[config.mk]
export PLATFORM = sky130hd
export DESIGN_NAME = lphm_ram
export DESIGN_NICKNAME = d
export VERILOG_FILES = /design/src/hw/rtl/lphm_ram.sv
export SDC_FILE = /design/constraint.sdc
export NUM_CORES = 1
export LEC_CHECK = 0
export BUFFER_PORTS_ARGS = -buffer_cell sky130_fd_sc_hd__buf_2
export CORE_MARGIN = 4
export CORE_UTILIZATION = 54
export CTS_CLUSTER_DIAMETER = 60
export DETAILED_ROUTE_END_ITERATION = 16
export GPL_TIMING_DRIVEN = 0
export PLACE_DENSITY = 0.84
export SLEW_MARGIN = 20
export SYNTH_ARGS = -nofsm -noshare
export SYNTH_HDL_FRONTEND = slang
export SYNTH_SLANG_ARGS = --single-unit
[constraint.sdc]
create_clock -name i_clk -period 1.6 [get_ports i_clk]
set_input_delay 0.24 -clock i_clk [delete_from_list [all_inputs] [get_ports i_clk]]
set_output_delay 0.24 -clock i_clk [all_outputs]
set_load 0.02 [all_outputs]
[src/hw/rtl/lphm_ram.sv]
// Generic simple dual-port RAM: one write port, one read port, registered read.
// Depends on nothing.
module lphm_ram #(
    parameter int DATA_W = 8,
    parameter int DEPTH  = 16
) (
    input  logic                     i_clk,
    input  logic                     i_wr_en,
    input  logic [$clog2(DEPTH)-1:0] i_wr_addr,
    input  logic [DATA_W-1:0]        i_wr_data,
    input  logic                     i_rd_en,
    input  logic [$clog2(DEPTH)-1:0] i_rd_addr,
    output logic [DATA_W-1:0]        o_rd_data
);

    logic [DATA_W-1:0] r_mem [DEPTH];
    logic [DATA_W-1:0] r_rd_data;

    always_ff @(posedge i_clk) begin
        if (i_wr_en) begin
            r_mem[i_wr_addr] <= i_wr_data;
        end
        if (i_rd_en) begin
            r_rd_data <= r_mem[i_rd_addr];
        end
    end

    assign o_rd_data = r_rd_data;

endmodule

Word level (Yosys, flattened, before mapping)

Memories as Yosys holds them, arrays and structs flattened. A register that Yosys moved wholly into a read port is not among the register bits.
Cells that the tools add are included.
Widths: inputs -> output; s select.

Bits in registers: 0
Bits in writable memories: 128
Input bits: 19
Output and inout port bits: 8
Logic and storage cells: 3
Memories kept: 1

Memory list:

| memory | depth | width | read ports | clocked after Yosys merged registers in | wr ports | line | source |
|---|---|---|---|---|---|---|---|
| r_mem  | 16    | 8     | 1          | 1                                       | 1        | 16   | `logic [DATA_W-1:0] r_mem [DEPTH];` |

Mux-type cells: 2

Operators by type and width:

| kind   | count |
|---|---|
| $mux 1 | 2 |

Logic depth before layout (Yosys ltp)

Word-level depth: 2
Gate-level depth with buffers: 5
Mapped depth without buffers: 3

Worst setup path after synthesis

Ideal clock, no wire load.

Path kind: input -> register
From: in i_wr_addr[2]
To: mem r_mem[0][0], enable pin
Library setup time: 383 ps
Data arrival time: 1,350 ps
Data required time: 1,217 ps
Path slack: -133 ps
Cell stages on the path: 2
Path through: or3b_2 -> nor3_1

RTL lines:

| element     | line | source |
|---|---|---|
| from (decl) | 9    | `input logic [$clog2(DEPTH)-1:0] i_wr_addr,` |
| to (decl)   | 16   |  |

Straight into the memory's write port.

==> results.py <==
metrics = {
    "logic_synthesis": {
        "syn_nets": 248,
        "ys_warn_count": 0,
        "ys_seq_area_frac": 0.7812,
        "synth.distinct_cells": 18,
        "synth_area_leaders": "edfxtp_1, mux4_2, mux4_1",
        "syn_inst": 229,
        "synth_seq_cells": 136,
        "synth_top_area_frac": 0.7812,
        "avgSynthCellArea_um2": 22.83,
        "synth_top_area_cell": "edfxtp_1",
        "synth_area_mm2": 0.005228,
    },
    "route": {
        "drtPass1Iterations": 5,
        "viasPerCell": 6.145,
        "antenna_left": 0,
        "wl_mm": 10.67,
        "via_count": 2544,
        "drt-initial-drc-count": 321,
        "drcViolationCount": 0,
        "wl_per_cell_um": 25.77,
    },
    "power": {
        "netSwitchingFraction": 0.2019,
        "p_sw_mw": 1.603,
        "peakVddDrop_v": 0.0008576,
        "total_power_mw": 7.938,
        "p_per_area_mw_per_mm2": 1307,
        "power.leakage_nw": 2.023,
        "power_frac_comb": 0.051,
        "intPower_mw": 6.336,
        "p_seq_frac": 0.509,
        "clock_power_share": 0.440,
    },
    "critical_path": {
        "endpoint_kind": "flip-flop",
        "crit_fanout": 1,
        "worst_setup_path_start_kind": "flip-flop",
        "path_class": "reg2reg",
        "required_ns": 1.85,
        "crit_arrival_ns": 1.84,
        "rrSetupSlack_ns": 0.01,
    },
    "timing": {
        "rsz0062_at_grt": "false",
        "period_share": 0.9923,
        "setup_viol": 0,
        "relSlewSlack": 0.4557,
        "min_period_ns": 1.588,
        "final-hold-violation-count": 0,
        "timing.fmax_mhz": 629.8,
        "worst_slew_pin_slew_ns": 0.8135,
        "finalMaxSlewViolations": 0,
        "fin_skew_ns": 0.007977,
    },
    "clock_network": {
        "cts-root-buf": "clkbuf_8",
        "clock_latency_ns": 0.52,
        "path_clk_slew_ns": 0.06,
        "cts.sinks": 136,
        "holdBufCountCts": 0,
        "tritoncts": "yes",
        "clock_path_buffers": 2,
        "htreeDepth": 4,
        "cts_buffers": 17,
    },
    "floorplanning": {
        "die-area_mm2": 0.01132,
        "io_pins": 27,
        "die_x_um": 106.4,
        "rows": 35,
        "initial_core_util": 0.5604,
        "fp.dieH_um": 106.4,
        "coreArea_mm2": 0.009328,
    },
    "placed_design": {
        "hpwl_mm": 6.056,
        "dp.cells": 383,
        "placed_area_mm2": 0.005529,
        "io_buffers": 25,
        "gp_congestion": 0.7249,
    },
    "worst_hold_path": {
        "hp-class": "in2reg",
    },
    "finish": {
        "area_growth_pct": 16.20,
        "stdcell_area_mm2": 0.006075,
        "drive_above_1_share": 0.3018,
        "final_cell_count_no_fill": 414,
        "antenna_cells": 0,
        "fin_nets": 292,
    },
    "global_routing": {
        "grt_pass1_vias": 2561,
        "grt_pass1_wl_mm": 15.89,
        "grt_overflow_total": 0,
        "grt_antenna_before_repair": 0,
        "grt_max_degree": 17,
        "grt_use_total": 0.2062,
    },
    "run_status": {
        "outcome": "finished, final reports clean",
    },
    "flow_run": {
        "maxCapViolations": 0,
    },
}
## routing by layer
layer / routed length [µm] / part of all wire / track usage
met3: 834 / 0.078 / 0.06497
met5: 0 / 0 / 0
met1: 4142 / 0.39 / 0.2761
met4: 414 / 0.039 / 0.1027
met2: 5276 / 0.49 / 0.3086
## kinds of logic after synthesis
kind of cell           Yosys count  share of synthesized area
multiplexers                    32                     0.1479
AO/OA/AOI/OAI                   16                    0.02298
flip-flops                     136                     0.7812
buffers and inverters           10                    0.01651
AND/OR/NAND/NOR                 35                    0.03136
## flip-flops by register name, summed over array words and instances (netlist names)
register	cells
o_rd_data	8
r_mem	128
## power groups by stage
| stage | Sequential (mW) | Clock (mW) | Combinational, mW |
|---|---|---|---|
| after floorplan | 4.13 | 0 | 0.203 |
| after global placement | 4.10 | 0 | 0.377 |
| after detailed placement | 4.11 | 0 | 0.394 |
| after CTS | 4.04 | 3.51 | 0.408 |
| after global routing | 4.04 | 3.69 | 0.435 |
| final | 4.04 | 3.49 | 0.406 |
## layout by cell type, fill, tap and decap left out, types with 3 or more instances in the layout
cell	Yosys	layout
a22oi_1	16	14
buf_2	3	28
buf_6	3	3
clkbuf_16	0	16
clkdlybuf4s25_2	3	3
clkinv_1	0	4
clkinv_2	0	6
edfxtp_1	136	136
mux4_1	14	14
mux4_2	18	18
nand2_1	9	9
nor2_1	13	13
nor3_2	0	4
## what timing repair did
action                     CTS  global route
setup endpoints to repair    2             0
gates resized for setup      2             0
setup buffers                0             0
## area by class of cell
type	count	area [µm²]
Sequential cell	136	4084
Buffer	10	86.33
Timing Repair Buffer	25	125.1
Multi-Input combinational cell	83	1087
Tap cell	129	161.4
Clock buffer	18	417.9
Fill cell	560	3253
Clock inverter	13	112.6
## critical path, cell delays in order, from the launching register on
cell and delay, ns:
edfxtp_1 0.45, mux4_2 0.56, a22oi_2 0.21, nand2_1 0.11
## path summary, 6_finish.rpt
path / start / end / depth (start not counted)
min: i_rd_en / o_rd_data[2] / 1
max reg2reg: r_mem[3][6] / o_rd_data[6] / 3
min reg2reg: r_mem[8][1] / o_rd_data[1] / 3
max: r_mem[3][6] / o_rd_data[6] / 3
## Yosys cell counts
master and count:
nand2b_1 2, mux4_1 14, buf_2 3, or3b_2 1, nor3_1 4, a22oi_1 16, nand2_1 9, mux4_2 18
nand3_1 1, clkdlybuf4s25_2 3, edfxtp_1 136, nand3b_1 2, and2_1 1, buf_4 1, and2b_1 1, nor2_1 13
nor2b_1 1, buf_6 3
## through the flow
| stage | hold WS (ns) | setup WS, ns | TNS, ns | utilization |
|---|---|---|---|---|
| final | 0.05457 | 0.01226 | 0 | 0.6512 |
| after detailed placement | 0.5914 | -0.3123 | -14.97 | 0.5928 |
| after CTS | 0.05099 | 0.01472 | 0 | 0.6507 |
| after floorplan | 0.3389 | 0.07759 | 0 | - |
| after global routing | 0.06000 | 0.006680 | 0 | 0.6512 |
| after global placement | 0.5721 | -0.3757 | -16.73 | 0.5917 |
(Power assumes the default switching activity.)
