<file path="config.mk">
export PLATFORM = sky130hd
export DESIGN_NAME = lphm_probe
export DESIGN_NICKNAME = d
export VERILOG_FILES = /design/src/hw/rtl/lphm_pkg.sv /design/src/hw/rtl/lphm_probe.sv
export SDC_FILE = /design/constraint.sdc
export NUM_CORES = 1
export LEC_CHECK = 0
export BUFFER_PORTS_ARGS = -buffer_cell sky130_fd_sc_hd__clkbuf_2
export CELL_PAD_IN_SITES_DETAIL_PLACEMENT = 0
export CELL_PAD_IN_SITES_GLOBAL_PLACEMENT = 1
export CORE_AREA = 2 2 189 191
export DETAILED_ROUTE_END_ITERATION = 10
export DIE_AREA = 0 0 191 193
export PLACE_DENSITY = 0.72
export SLEW_MARGIN = 20
export SYNTH_ARGS = -nofsm -noshare
export SYNTH_HDL_FRONTEND = slang
export SYNTH_SLANG_ARGS = --single-unit
</file>
<file path="constraint.sdc">
create_clock -name i_clk -period 11.5 [get_ports i_clk]
set_input_delay 0.575 -clock i_clk [delete_from_list [all_inputs] [get_ports i_clk]]
set_output_delay 0.575 -clock i_clk [all_outputs]
set_load 0.05 [all_outputs]
</file>
<file path="src/hw/rtl/lphm_pkg.sv">
// Shared constants, types and the home slot hash of the hash map.
// Depends on nothing; imported by the probe engine, the top level and the checker.
package lphm_pkg;

    // Table size; must be a power of two.
    localparam int CAPACITY = 1024;
    localparam int IDX_W    = $clog2(CAPACITY);
    localparam int CNT_W    = $clog2(CAPACITY + 1);

    localparam int KEY_W   = 64;
    localparam int VAL_W   = 64;
    localparam int ENTRY_W = 11;

    localparam logic [63:0] HASH_MULT = 64'd2654435761;

    localparam logic OP_LOOKUP = 1'b0;
    localparam logic OP_SET    = 1'b1;

    localparam logic ST_OK   = 1'b0;
    localparam logic ST_FULL = 1'b1;

    typedef struct packed {
        logic             occ;
        logic [KEY_W-1:0] key;
        logic [VAL_W-1:0] value;
    } t_slot;

    localparam int SLOT_W = $bits(t_slot);

    typedef struct packed {
        logic             rd_en;
        logic [IDX_W-1:0] rd_addr;
        logic             wr_en;
        logic [IDX_W-1:0] wr_addr;
        t_slot            wr_data;
    } t_ram_req;

    typedef struct packed {
        logic               found;
        logic [VAL_W-1:0]   read_value;
        logic               status;
        logic [ENTRY_W-1:0] entry_count;
    } t_result;

    // Only the low index bits of key * HASH_MULT mod 2^64 are needed, and those
    // depend only on the low index bits of both factors.
    function automatic logic [IDX_W-1:0] home_slot(input logic [KEY_W-1:0] key);
        logic [IDX_W-1:0] prod;
        prod = key[IDX_W-1:0] * HASH_MULT[IDX_W-1:0];
        return prod;
    endfunction

endpackage

</file>
<file path="src/hw/rtl/lphm_probe.sv">
// Probe engine: clearing pass, home slot hash, linear probe walk and update.
// Depends on lphm_pkg; drives the slot RAM through a t_ram_req bundle.
module lphm_probe (
    input  logic                              i_clk,
    input  logic                              i_rst_n,
    input  logic                              i_in_valid,
    output logic                              o_in_ready,
    input  logic                              i_opcode,
    input  logic [lphm_pkg::KEY_W-1:0]        i_key,
    input  logic [lphm_pkg::VAL_W-1:0]        i_new_value,
    output lphm_pkg::t_ram_req                o_ram,
    input  lphm_pkg::t_slot                   i_rd_data,
    output logic                              o_res_valid,
    input  logic                              i_res_ready,
    output lphm_pkg::t_result                 o_res
);

    import lphm_pkg::*;

    typedef enum logic [4:0] {
        S_CLEAR = 5'b00001,
        S_IDLE  = 5'b00010,
        S_READ  = 5'b00100,
        S_CHECK = 5'b01000,
        S_OUT   = 5'b10000
    } t_state;

    t_state           r_state,  n_state;
    logic [IDX_W-1:0] r_clr,    n_clr;
    logic [CNT_W-1:0] r_count,  n_count;
    logic             r_op,     n_op;
    logic [KEY_W-1:0] r_key,    n_key;
    logic [VAL_W-1:0] r_val,    n_val;
    logic [IDX_W-1:0] r_addr,   n_addr;
    logic [IDX_W-1:0] r_probes, n_probes;
    t_result          r_res,    n_res;

    logic slot_hit;
    logic slot_free;
    logic probe_last;

    assign slot_free  = !i_rd_data.occ;
    assign slot_hit   = i_rd_data.occ && (i_rd_data.key == r_key);
    assign probe_last = (r_probes == IDX_W'(CAPACITY - 1));

    always_comb begin
        n_state  = r_state;
        n_clr    = r_clr;
        n_count  = r_count;
        n_op     = r_op;
        n_key    = r_key;
        n_val    = r_val;
        n_addr   = r_addr;
        n_probes = r_probes;
        n_res    = r_res;
        o_ram    = '0;

        unique case (r_state)
            S_CLEAR: begin
                o_ram.wr_en   = 1'b1;
                o_ram.wr_addr = r_clr;
                n_clr         = r_clr + IDX_W'(1);
                if (r_clr == IDX_W'(CAPACITY - 1)) begin
                    n_state = S_IDLE;
                end
            end
            S_IDLE: begin
                if (i_in_valid) begin
                    n_op     = i_opcode;
                    n_key    = i_key;
                    n_val    = i_new_value;
                    n_addr   = home_slot(i_key);
                    n_probes = '0;
                    n_state  = S_READ;
                end
            end
            S_READ: begin
                o_ram.rd_en   = 1'b1;
                o_ram.rd_addr = r_addr;
                n_state       = S_CHECK;
            end
            S_CHECK: begin
                if (slot_hit || slot_free || probe_last) begin
                    n_state          = S_OUT;
                    n_res.found      = slot_hit;
                    n_res.status     = ST_OK;
                    n_res.read_value = '0;
                    if (r_op == OP_LOOKUP) begin
                        if (slot_hit) begin
                            n_res.read_value = i_rd_data.value;
                        end
                    end else if (slot_hit || slot_free) begin
                        o_ram.wr_en         = 1'b1;
                        o_ram.wr_addr       = r_addr;
                        o_ram.wr_data.occ   = 1'b1;
                        o_ram.wr_data.key   = r_key;
                        o_ram.wr_data.value = r_val;
                        n_res.read_value    = r_val;
                        if (!slot_hit) begin
                            n_count = r_count + CNT_W'(1);
                        end
                    end else begin
                        n_res.status = ST_FULL;
                    end
                    n_res.entry_count = ENTRY_W'(n_count);
                end else begin
                    // Keep walking: the next slot is read while this one is compared.
                    o_ram.rd_en   = 1'b1;
                    o_ram.rd_addr = r_addr + IDX_W'(1);
                    n_addr        = r_addr + IDX_W'(1);
                    n_probes      = r_probes + IDX_W'(1);
                end
            end
            S_OUT: begin
                if (i_res_ready) begin
                    n_state = S_IDLE;
                end
            end
            default: begin
                n_state = S_CLEAR;
            end
        endcase
    end

    always_ff @(posedge i_clk) begin
        if (!i_rst_n) begin
            r_state <= S_CLEAR;
            r_clr   <= '0;
            r_count <= '0;
        end else begin
            r_state <= n_state;
            r_clr   <= n_clr;
            r_count <= n_count;
        end
    end

    always_ff @(posedge i_clk) begin
        r_op     <= n_op;
        r_key    <= n_key;
        r_val    <= n_val;
        r_addr   <= n_addr;
        r_probes <= n_probes;
        r_res    <= n_res;
    end

    assign o_in_ready  = (r_state == S_IDLE);
    assign o_res_valid = (r_state == S_OUT);
    assign o_res       = r_res;

endmodule

</file>
# After elaboration in Yosys (flattened, before gate mapping)
# Index checks and enable logic that the tools add are counted.
[word_totals]
reg_bits = 252
ramBits = 0
latch_bits = 0
n_memories = 0
mem_bits_ro = 0
in_bits = 262
[op_classes]
n_lt_le_gt_ge = 0
n_bitwise = 0
div_mod_pow = 0
n_mux = 25
n_mul = 1
eq_ne = 13
reduce_logical = 9
shifts = 0
n_addsub = 4
[ops]
columns = ["cell", "n"]
rows = [
  ["2-to-1 mux 140 bit", 3],
  ["2-to-1 mux 64 bit", 3],
  ["2-to-1 mux 129 bit", 1],
  ["== test 64 bit", 1],
  ["2-to-1 mux 11 bit", 4],
  ["one-hot mux 11 bit (2 select lines)", 2],
  ["2-to-1 mux 10 bit", 4],
  ["one-hot mux 10 bit (2 select lines)", 2],
  ["adder 10 x 1 -> 10 bit, second input constant", 3],
  ["one-hot mux 5 bit (5 select lines)", 1],
  ["== test 10 bit, second input constant", 2],
  ["2-to-1 mux 5 bit", 4],
  ["adder 11 x 1 -> 11 bit, second input constant", 1],
  ["multiplier 10 x 9 -> 10 bit, second input constant", 1],
  ["!= test 2 bit, second input constant", 4],
  ["== test 5 x 1 -> 1 bit, second input constant", 1],
  ["== test 5 x 2 -> 1 bit, second input constant", 1],
  ["== test 5 x 3 -> 1 bit, second input constant", 1],
  ["== test 5 x 4 -> 1 bit, second input constant", 1],
  ["== test 5 bit, second input constant", 1],
  ["AND reduction 2 bit", 2],
  ["AND reduction 4 bit", 1],
  ["AND reduction 3 bit", 1],
  ["logical OR 1 bit", 2],
  ["other kinds (5)", 5],
]

# Depth between registers and ports, before layout
# Gate-level depths: netlist of the first run.
[logic_depth]
ltp_word = 7
depth_mapped = 10

# Worst setup path after synthesis of the first run
# OpenSTA, ideal clock, no wires.
[synth_timing]
path_type = "input -> register"
start = "input port i_rd_data[121] in the netlist's numbering"
end = "register r_count[1]"
setup_ns = 0.331
required_ns = 11.169
arrival_time_ns = 6.014
slack_ns = 5.155
stages = 6
path_buffers = 0
cell_sequence = "xnor2_1 > nand4_1 > nor4_1 > nand4_1 > a31oi_1 > mux2i_1"
[synth_via]
elab_chain_cells = 5
[synth_rtl]
columns = ["item", "line_no", "text"]
rows = [
  ["start, declared", "lphm_probe.sv:12", "input lphm_pkg::t_slot i_rd_data,"],
  ["== test 64 bit *", "lphm_probe.sv:43", "assign slot_hit = i_rd_data.occ && (i_rd_data.key == r_key);"],
  ["logical AND 1 bit *", "lphm_probe.sv:43", ""],
  ["2-to-1 mux 11 bit / logical OR 1 bit (equally long branches)", "lphm_probe.sv:99, lphm_probe.sv:83, lphm_probe.sv:92", ""],
  ["2-to-1 mux 11 bit / logical OR 1 bit (equally long branches)", "lphm_probe.sv:92, lphm_probe.sv:83", ""],
  ["2-to-1 mux 11 bit / AND reduction 2 bit (equally long branches)", "--", ""],
  ["end signal, assigned", "lphm_probe.sv:133", "r_count <= n_count;"],
  ["end, declared", "lphm_probe.sv:30", "logic [CNT_W-1:0] r_count, n_count;"],
]
# Every way passes the cells marked *; elsewhere a longest branch is shown, timed or not.
# A chain may end at the register's enable or synchronous reset.

==> metrics.yaml, run 1 <==
layout:
  fillers: 3332
  nets: 1646
  layout-drive-gt1-share: 0.398
  final_cells: 1843
  utilization: 0.440
  fin_area_um2: 15400
  area_delta_synth_final_pct: 33.0
  multi_input_area_um2: 4070
  regArea_um2: 7310
pwr:
  power_mw: 1.97
  power_density_nw_per_um2: 128
  leakagePower_nw: 6.27
  ir_drop_v: 0.0000943
synthesis:
  avgSynthCellArea_um2: 13.3
  syn_inst: 872
  synth_nets: 1160
  synth-seq-cells: 252
  synth_cell_types: 44
  ys_warn_count: 0
  seq_area_frac_synth: 0.632
  syn-cell-area_um2: 11600
placed_design:
  place_area_um2: 14500
  gp_congestion: 0.887
  dp_cells: 1788
  io_buffers: 491
  hpwl_um: 29200
min_path:
  hp-start: "i_key[21]"
  whs_path_depth: 1
  hold_end: "r_key[21]$_DFFE_PP_"
  hp-class: "in2reg"
sta:
  min_period_ns: 4.86
  slew_viol_final: 0
  relSlewSlack: 0.382
  hold_viol_final: 0
  tns_ns: 0
  setup_viol_count_final: 0
  fmax_ghz: 0.206
  skew_ns: 0.0268
  max_slew.worst_pin.slew_ns: 0.927
  period_share: 0.423
  rsz0062_at_grt: "no"
clock_tree:
  clock_sinks: 252
  cts_root_buf: "clkbuf_16"
  insertion_delay_ns: 0.55
  clockBufferDepth: 3
  tritoncts.num_buffers: 29
  cts_resized: 0
  cts-htree-levels: 1
  clk_pin_slew_ns: 0.06
  holdBufCountCts: 0
  cts_setup_buffers: 0
  cts_tree: "yes"
setup_path:
  path_buf_inv: 3
  r2r_end: "o_res[53]$_DFFE_PP_"
  reg2reg_slack_ns: 7.90
  cp-end-kind: "output port"
  ff2ff_path_depth: 7
  crit_family: "simple AND/OR/NAND/NOR gates"
  start_kind: "flip-flop"
  cpPeakStageDelay_ns: 0.58
  slowest_stage: "nor4_1"
  cp_data_arrival_time_ns: 4.28
  cp_common_cell: "nand4_1"
  required_ns: 10.93
  reg2reg_from: "r_key[8]$_DFFE_PP_"
  critPathMaxFanout: 129
  path_cells: "xnor2_1 -> nand4_1 -> nor4_1 -> nand4_1 -> buf_4 -> a211oi_4 -> buf_6 -> and2_1 -> clkbuf_2"
  path_class: "reg2out"
route:
  viasPerCell: 4.76
  drt_first_pass_iters: 5
  drc: 0
  dr_total_vias: 8776
  wl_um: 38200
  antenna_left: 0
  wl_per_cell_um: 20.8
  drtIter0Drc: 471
run_status:
  outcome: "finished, final reports clean"
global_route:
  grt-ovfl-total: 0
  grt_pass1_wl_um: 54200
  antenna_found_initial: 2
  grt_usage: 0.198
  grt_pass1_vias: 8552
  grt_max_degree: 130
floorplan:
  die_w_um: 191
  start_util: 0.331
  rows: 69
  dieArea_um2: 36900
  die_h_um: 193
  coreArea_um2: 35000
  ios: 492
flow_run:
  maxCapViolCount: 0
## area by class of cell
class | count | area share
sequential | 252 | 0.475
multi-input combinational | 566 | 0.265
timing repair buffer | 499 | 0.164
clock buffer | 36 | 0.0489
tap | 461 | 0.0375
clock inverter | 17 | 0.00724
inverter | 10 | 0.00276
antenna | 2 | 0.000325
## state kept, by name, summed over array words and instances, names as in the netlist
register,cells
o_res,77
r_addr,10
r_clr,10
r_count,11
r_key,64
r_op,1
r_probes,10
r_state,5
r_val,64
## worst max path at each step
stage / start / depth (start not counted) / slack, ns / endpoint
after CTS: r_key[8]$_DFFE_PP_ / 9 / 6.28 / o_ram[0]
after floorplan: i_rd_data[121] / 6 / 5.16 / r_count[1]$_SDFFE_PN0P_
final: r_key[8]$_DFFE_PP_ / 9 / 6.64 / o_ram[84]
after detailed placement: i_rd_data[103] / 10 / 6.61 / o_ram[0]
after global placement: i_rd_data[103] / 10 / 6.69 / o_ram[0]
after global routing: r_key[41]$_DFFE_PP_ / 9 / 6.32 / o_ram[114]
## per-layer routing
| metal | track usage | part of all wire | up-vias |
|---|---|---|---|
| met5 | 0 | 0.00034 | - |
| met4 | 0.0495 | 0.021 | 2 |
| met3 | 0.0480 | 0.076 | 56 |
| met2 | 0.347 | 0.50 | 303 |
| met1 | 0.244 | 0.40 | 4266 |
| li1 | - | - | 4149 |
## cells in the mapped netlist, drive strengths merged
cell	count	area share
and4b	1	0.00087
a21boi	3	0.0019
nor3b	2	0.0013
and2	143	0.077
a41o	1	0.00087
dfxtp	26	0.045
or2	3	0.0016
mux2	1	0.00097
nand4	22	0.012
nand4b	1	0.00076
and3	15	0.0081
nand2b	1	0.00054
nor4	4	0.0022
xnor2	94	0.071
ha	22	0.024
nor2	31	0.010
or3	4	0.0022
a21o	1	0.00065
a31oi	6	0.0032
o221a	1	0.00097
nand3	17	0.0074
clkbuf	18	0.0058
edfxtp	226	0.59
xor2	20	0.015
o211ai	5	0.0032
a211oi	1	0.0011
inv	10	0.0032
a22o	74	0.056
nand2	51	0.017
fa	4	0.0069
nor2b	5	0.0027
a21oi	5	0.0025
buf	26	0.011
nor3	5	0.0026
and4	1	0.00076
nor4bb	1	0.00087
mux2i	3	0.0026
nand3b	5	0.0032
o21ai	12	0.0052
o311ai	1	0.00076
## power by group
group,internal (mW),switching [mW],total [mW]
clock network,0.483,0.366,0.849
logic,0.0695,0.0574,0.127
registers,0.996,0.00106,0.997
total,1.55,0.425,1.97
## cell usage in the layout, fill, tap and decap left out, types with 17 or more instances in the layout
master,netlist,final
a22o_1,74,74
and2_1,143,143
clkbuf_16,0,29
clkbuf_2,0,491
dfxtp_1,26,26
edfxtp_1,226,226
ha_1,22,22
nand2_1,51,51
nand3_1,17,17
nand4_1,22,22
nor2_1,31,31
xnor2_1,94,94
xor2_1,20,20
## metrics by stage
stage               hold WS (ns)  setup WS, ns
global route               0.169          6.32
detailed placement         0.488          6.61
global placement           0.478          6.69
CTS                        0.172          6.28
finish                     0.200          6.64
floorplan                  0.463          5.16
## logic make-up (layout without fill, tap and decap cells)
kind of cell / Yosys count / after routing / share of synthesized area
buffers and inverters: 54 / 562 / 0.0203
AOI/OAI and AO/OA: 110 / 110 / 0.0765
and+or+nand+nor: 312 / 312 / 0.151
DFF: 252 / 252 / 0.632
xor gates and xnor gates: 114 / 114 / 0.0863
adders and majority gates: 26 / 26 / 0.0307
muxes: 4 / 4 / 0.00357
other: 0 / 2 / 0
(Power assumes the default switching activity.)
==> run 2, diff against run 1 <==
Settings changed: ABC_AREA set to 1, CORE_AREA 2 2 189 191 to unset, CORE_MARGIN set to 2, CORE_UTILIZATION set to 32, DIE_AREA 0 0 191 193 to unset, PLACE_DENSITY 0.72 to 0.75.
Clock period 11.5 ns to 3.95 ns, I/O delays scaled along.
==> run 2 against run 1 <==
Die area up 7.9%; final cell count up 37%; total power rose to 3.6 times the previous value; wire length up 7.1%; combinational power rose to 7.9 times the previous value.
==> metrics.yaml, run 2 <==
synthesis:
  async_reset_ff_frac: 0  # unchanged
  synth_edf_count: 226  # unchanged
  yosys-top-cells-count: "nand2_1 (300), edfxtp_1 (226), nor2_1 (221)"
  seq_area_frac_synth: 0.598  # -0.0339
  synthAdderAreaFrac: 0.0291  # -0.00165
  synthXorXnorAreaFrac: 0.0229  # -0.0634
  yosysMostFrequentCell: "nand2_1"
  avgSynthCellArea_um2: 9.27  # -30%
  synth_nets: 1607  # +39%
  syn-cell-area_um2: 12200  # +5.7%
  synth_flop_cell: "edfxtp_1"
  netlist_top_cells_area: "edfxtp_1 (56%), nand2_1 (9.2%), nor2_1 (6.8%), nand3_1 (5.9%), inv_1 (4.5%)"
  synth_compound_area_frac: 0.0321  # -0.0443
  synth_top_family_by_area: "simple AND/OR/NAND/NOR gates"
  synth-seq-cells: 252  # unchanged
  yosys-mux-area-fraction: 0.000819  # -0.00275
  yosys.area.top_type: "edfxtp_1"
  synth_top_area_frac: 0.555  # -0.0315
  ys_warn_count: 0  # unchanged
  synth_cell_types: 35  # -20%
  syn_inst: 1319  # +51%
  synthSimpleGateAreaFrac: 0.238  # +0.0875
clock_tree:
  cts_setup_buffers: 0  # unchanged
  cts_root_buf: "clkbuf_16"
  clk_pin_slew_ns: 0.06  # about the same
  cts-htree-levels: 1  # unchanged
  cts_tree: "yes"
  clockBufferDepth: 3  # unchanged
  tritoncts.num_buffers: 30  # +3.4%
  insertion_delay_ns: 0.56  # about the same
  clock_sinks: 252  # unchanged
route:
  antenna_left: 0  # unchanged
  drtIter0Drc: 533  # +13%
  drt_first_pass_iters: 7  # +2
  drc: 0  # unchanged
  wl_per_cell_um: 16.2  # -22%
  viasPerCell: 4.57  # -4.1%
  wl_um: 41000  # +7.1%
  dr_total_vias: 11559  # +32%
pwr:
  leakagePower_nw: 8.73  # +39%
  ir_drop_v: 0.000423  # +350%
  power_density_nw_per_um2: 382  # +200%
  power_mw: 7.12  # +260%
sta:
  min_period_ns: 3.66
  rsz0062_at_grt: "yes"
  period_share: 0.925
  skew_ns: 0.0105  # -0.0164 ns
  setup_viol_count_final: 0  # unchanged
  tns_ns: 0  # unchanged
  slew_viol_final: 0  # unchanged
  fmax_ghz: 0.274
  fin_ws_ns: 0.295  # -6.35 ns
  max_slew.worst_pin.slew_ns: 0.965  # +0.0383 ns
  relSlewSlack: 0.357  # -0.0255
  hold_viol_final: 0  # unchanged
layout:
  fillers: 3541  # +6.3%
  mostFrequentLayoutCells: "clkbuf_2 (463), nand2_1 (300), edfxtp_1 (226)"
  utilization: 0.495  # +0.0549
  largest_reg_flops: 77  # unchanged
  layout-drive-gt1-share: 0.301  # -0.0972
  layout_commonest_cell: "clkbuf_2"
  area_delta_synth_final_pct: 52.6
  fin_area_um2: 18600  # +21%
  nets: 2283  # +39%
setup_path:
  ff2ff_path_depth: 12  # +5
  path_class: "reg2out"
  cp_data_arrival_time_ns: 3.46  # -0.82 ns
  cp-end-kind: "output port"
  required_ns: 3.75  # -7.18 ns
  critPathMaxFanout: 65  # -50%
  start_kind: "flip-flop"
placed_design:
  io_buffers: 491  # unchanged
  gp_congestion: 0.905  # +2.0%
  post-place-ws_ns: 0.734  # -5.87 ns
  hpwl_um: 29100  # -0.30%
  place_area_um2: 15600  # +7.6%
floorplan:
  dieArea_um2: 39800  # +7.9%
  ios: 492  # unchanged
  die_h_um: 199  # +3.3%
  coreArea_um2: 37700  # +7.7%
  die_w_um: 199  # +4.4%
  rows: 71  # +2.9%
  start_util: 0.325  # -0.00632
global_route:
  grt_max_degree: 89  # -32%
  gr-usage-met2: 0.357  # +0.00942
  grt_use_met1: 0.234  # -0.0100
  antenna_found_initial: 1  # -1
  grt-ovfl-total: 0  # unchanged
  top_usage_layer: "met2"
  grt_usage: 0.200  # +0.00253
  grt_pass1_vias: 11462  # +34%
  met3_usage: 0.0437  # -0.00425
  grt_pass1_wl_um: 61500  # +13%
run_status:
  outcome: "finished, final reports clean"
min_path:
  whs_path_depth: 3  # +2
  hp-class: "in2reg"
flow_run:
  maxCapViolCount: 0  # unchanged
-- run 2: power by group --
part	total (mW)	internal (mW)	switching, mW
Combinational	0.997	0.457	0.540
Sequential	3.04	3.00	0.0391
Clock	3.09	1.95	1.13
-- run 2: kinds of logic after synthesis --
group / count (synthesis)
AND/OR/NAND/NOR: 700
AO/OA/AOI/OAI: 73
multiplexers: 1
buffers and inverters: 235
adder cells (fa/ha/maj): 26
XOR/XNOR: 32
flip-flops: 252
-- run 2: per-layer routing --
metal	routed length, µm	up-vias
li1	-	5657
met1	16100	5347
met5	0	-
met4	1350	0
met3	3150	74
met2	20400	481
-- run 2: worst paths after layout --
kind / slack [ns] / from / endpoint
max: 0.29 / r_key[37]$_DFFE_PP_ / o_ram[54]
min: 0.06 / i_rd_data[41] / o_res[53]$_DFFE_PP_
max reg2reg: 1.03 / r_key[37]$_DFFE_PP_ / o_res[11]$_SDFFCE_PN0P_
min reg2reg: 0.48 / r_clr[9]$_SDFFE_PN0N_ / r_clr[9]$_SDFFE_PN0N_
-- run 2: stage by stage --
stage / hold slack, ns / cells
2_1_floorplan: 0.296 / 1319
3_3_place_gp: 0.374 / 2282
3_5_place_dp: 0.376 / 2282
4_1_cts: 0.0255 / 2530
5_1_grt: 0.0373 / 2531
6_report: 0.0590 / 2531
-- run 2: cell type report --
class | instances | area [µm²] | share of cell area
Clock buffer | 38 | 842 | 0.0452
Timing Repair Buffer | 696 | 4930 | 0.264
Multi-Input combinational cell | 832 | 3980 | 0.213
Clock inverter | 18 | 267 | 0.0143
Antenna cell | 1 | 2.50 | 0.000134
Inverter | 183 | 688 | 0.0369
Tap cell | 511 | 639 | 0.0343
Sequential cell | 252 | 7310 | 0.392
-- run 2: what timing repair did --
action	in CTS	in global routing
setup endpoints to repair	0	2
resized for setup	0	1
hold buffers	192	0
hold endpoints to repair	193	0
-- run 2: worst max-delay path, cell delays in order (launching register included) --
cell and delay, ns:
edfxtp_1 0.40, nand2_1 0.09, nand2_1 0.05, nor2_1 0.11, nand2_1 0.07, nor2_1 0.15, nand2_1 0.11, nor2_1 0.20
nand2_1 0.20, nand2_2 0.14, buf_4 0.57, nand3_1 0.26, nor2_1 0.18, clkbuf_2 0.31
==> run 3, diff against run 2 <==
Settings changed: BUFFER_PORTS_ARGS -buffer_cell sky130_fd_sc_hd__clkbuf_2 to -buffer_cell sky130_fd_sc_hd__buf_2.
==> run 3 against run 2 <==
Final cell count is essentially flat; clock power is 11% lower; die area stayed put; global-route usage is 0.47 points higher; sequential power is essentially flat; largest cell class unchanged; highest routed layer unchanged.
==> metrics.yaml, run 3 (synthesis gave the netlist of run 2 again) <==
floorplan:
  start_util: 0.325  # unchanged
  ios: 492  # unchanged
  die_w_um: 199  # unchanged
  coreArea_um2: 37700  # unchanged
  rows: 71  # unchanged
  dieArea_um2: 39800  # unchanged
  die_h_um: 199  # unchanged
pwr:
  switching_share: 0.249  # +0.00837
  leakagePower_nw: 8.63  # -1.2%
  comb_power_share: 0.139  # about the same
  power_switching_mw: 1.67  # -2.3%
  power_mw: 6.72  # -5.6%
  ir_drop_v: 0.000398  # -5.9%
  power_density_nw_per_um2: 371  # -2.9%
  p_int_mw: 5.05  # -6.6%
  seq_power_share: 0.452  # +0.026
  power.share.clock: 0.409  # -0.025
placed_design:
  place_area_um2: 15200  # -2.5%
  post-place-ws_ns: 0.675  # -0.0594 ns
  hpwl_um: 29700  # +2.2%
  gp_congestion: 0.929  # +2.6%
  io_buffers: 491  # unchanged
setup_path:
  required_ns: 3.75  # about the same
  reg2reg_slack_ns: 0.96  # -0.07 ns
  path_class: "reg2out"
  cp_data_arrival_time_ns: 3.44  # -0.02 ns
  start_kind: "flip-flop"
  critPathMaxFanout: 77  # +18%
  cp-end-kind: "output port"
run_status:
  outcome: "finished, final reports clean"
global_route:
  grt_pass1_vias: 11661  # +1.7%
  grt_pass1_wl_um: 63100  # +2.8%
  grt_usage: 0.205  # +0.00466
  grt_max_degree: 89  # unchanged
  grt-ovfl-total: 0  # unchanged
  antenna_found_initial: 1  # unchanged
sta:
  slew_viol_final: 0  # unchanged
  relSlewSlack: 0.350  # -0.00684
  max_slew.worst_pin.slew_ns: 0.975  # +0.0103 ns
  hold_viol_final: 0  # unchanged
  tns_ns: 0  # unchanged
  period_share: 0.922  # -0.00341
  fmax_ghz: 0.275  # +0.37%
  fin_ws_ns: 0.308  # +0.0135 ns
  min_period_ns: 3.64  # -0.0135 ns
  setup_viol_count_final: 0  # unchanged
  skew_ns: 0.0138  # +0.00332 ns
  rsz0062_at_grt: "no"
clock_tree:
  tritoncts.num_buffers: 30  # unchanged
  insertion_delay_ns: 0.56  # about the same
  clock_sinks: 252  # unchanged
  cts_tree: "yes"
  clk_pin_slew_ns: 0.06  # about the same
  clockBufferDepth: 3  # unchanged
  cts_root_buf: "clkbuf_16"
  cts-htree-levels: 1  # unchanged
layout:
  largest_reg_flops: 77  # unchanged
  mostFrequentLayoutCells: "buf_2 (491), nand2_1 (300), edfxtp_1 (226)"
  layout-drive-gt1-share: 0.296  # -0.00416
  nets: 2282  # -0.044%
  multi_input_area_um2: 3980  # +0.13%
  regArea_um2: 7310  # unchanged
  area_delta_synth_final_pct: 48.4
  utilization: 0.481  # -0.0136
  fillers: 3620  # +2.2%
  fin_area_um2: 18100  # -2.7%
  layout_commonest_cell: "buf_2"
flow_run:
  maxCapViolCount: 0  # unchanged
route:
  wl_met3_um: 3060  # -3.0%
  wl_per_cell_um: 16.6  # +2.8%
  drt_first_pass_iters: 5  # -2
  dr_total_vias: 11584  # +0.22%
  drc: 0  # unchanged
  wl_um: 42100  # +2.7%
  antenna_left: 0  # unchanged
  drtIter0Drc: 451  # -15%
  wl_met2_um: 21300  # +4.5%
  viasPerCell: 4.58  # +0.30%
  top_layer: "met4"
  wl_met1_um: 16200  # +0.75%
min_path:
  hp-class: "in2reg"
==> run 3: cell count changes in the layout (fill, tap and decap cells not counted), moves of 3 or more <==
| cell | before | now |
|---|---|---|
| buf_2 | 0 | 491 |
| clkbuf_2 | 463 | 0 |
| buf_12 | 30 | 5 |
| bufinv_16 | 7 | 2 |
| clkinv_2 | 9 | 4 |
| buf_4 | 10 | 6 |
| clkbuf_1 | 3 | 6 |
| clkinv_1 | 2 | 5 |
==> run 3: layer usage <==
layer  up-vias  GRT usage
li1       5651          -
met5         -          0
met2       468      0.376
met3        76     0.0398
met1      5389      0.233
met4         0     0.0804
==> run 3: final timing paths <==
kind,from,endpoint,depth (start not counted)
setup / recovery,r_key[37]$_DFFE_PP_,o_ram[132],13
hold / removal,i_rd_data[41],o_res[53]$_DFFE_PP_,3
hold reg to reg,r_clr[7]$_SDFFE_PN0N_,r_clr[7]$_SDFFE_PN0N_,2
setup reg to reg,r_key[37]$_DFFE_PP_,o_res[74]$_DFFE_PP_,12
==> run 3: what timing repair did <==
item / 4_1_cts / 5_1_grt
resized for setup: 0 / 1
endpoints found under the hold margin: 193 / 0
setup buffers: 0 / 0
endpoints found under the setup margin: 0 / 17
hold buffers: 193 / 0
==> run 3: final cells by class <==
type	instances	area share
sequential	252	0.403
inverter	183	0.0379
antenna	1	0.000138
multi-input combinational	832	0.219
clock inverter	13	0.00642
clock buffer	42	0.0478
tap	511	0.0353
timing repair buffer	695	0.250
==> run 3: power groups by stage <==
stage	Clock, mW	Sequential (mW)	Combinational, mW
after detailed placement	0	3.09	0.776
final	2.75	3.04	0.936
after global routing	2.93	3.04	1.03
after floorplan	0	3.08	0.478
after CTS	2.82	3.03	0.933
after global placement	0	3.09	0.761
==> run 3: critical path, cell delays in order, from the launching register on <==
cell and delay (ns):
edfxtp_1 0.42, nand2_1 0.11, nand2_1 0.05, nor2_1 0.11, nand2_1 0.06, nor2_1 0.14
nand2_1 0.11, nor2_1 0.22, nand2_1 0.24, nand2_4 0.30, nand3_4 0.08, buf_4 0.34
o21ai_0 0.31, buf_2 0.30
==> run 3: metrics by stage <==
stage | std cells | hold WS [ns]
6_report | 2529 | 0.0580
5_1_grt | 2529 | 0.0560
4_1_cts | 2528 | 0.0241
3_5_place_dp | 2280 | 0.376
3_3_place_gp | 2280 | 0.374
2_1_floorplan | 1319 | 0.296
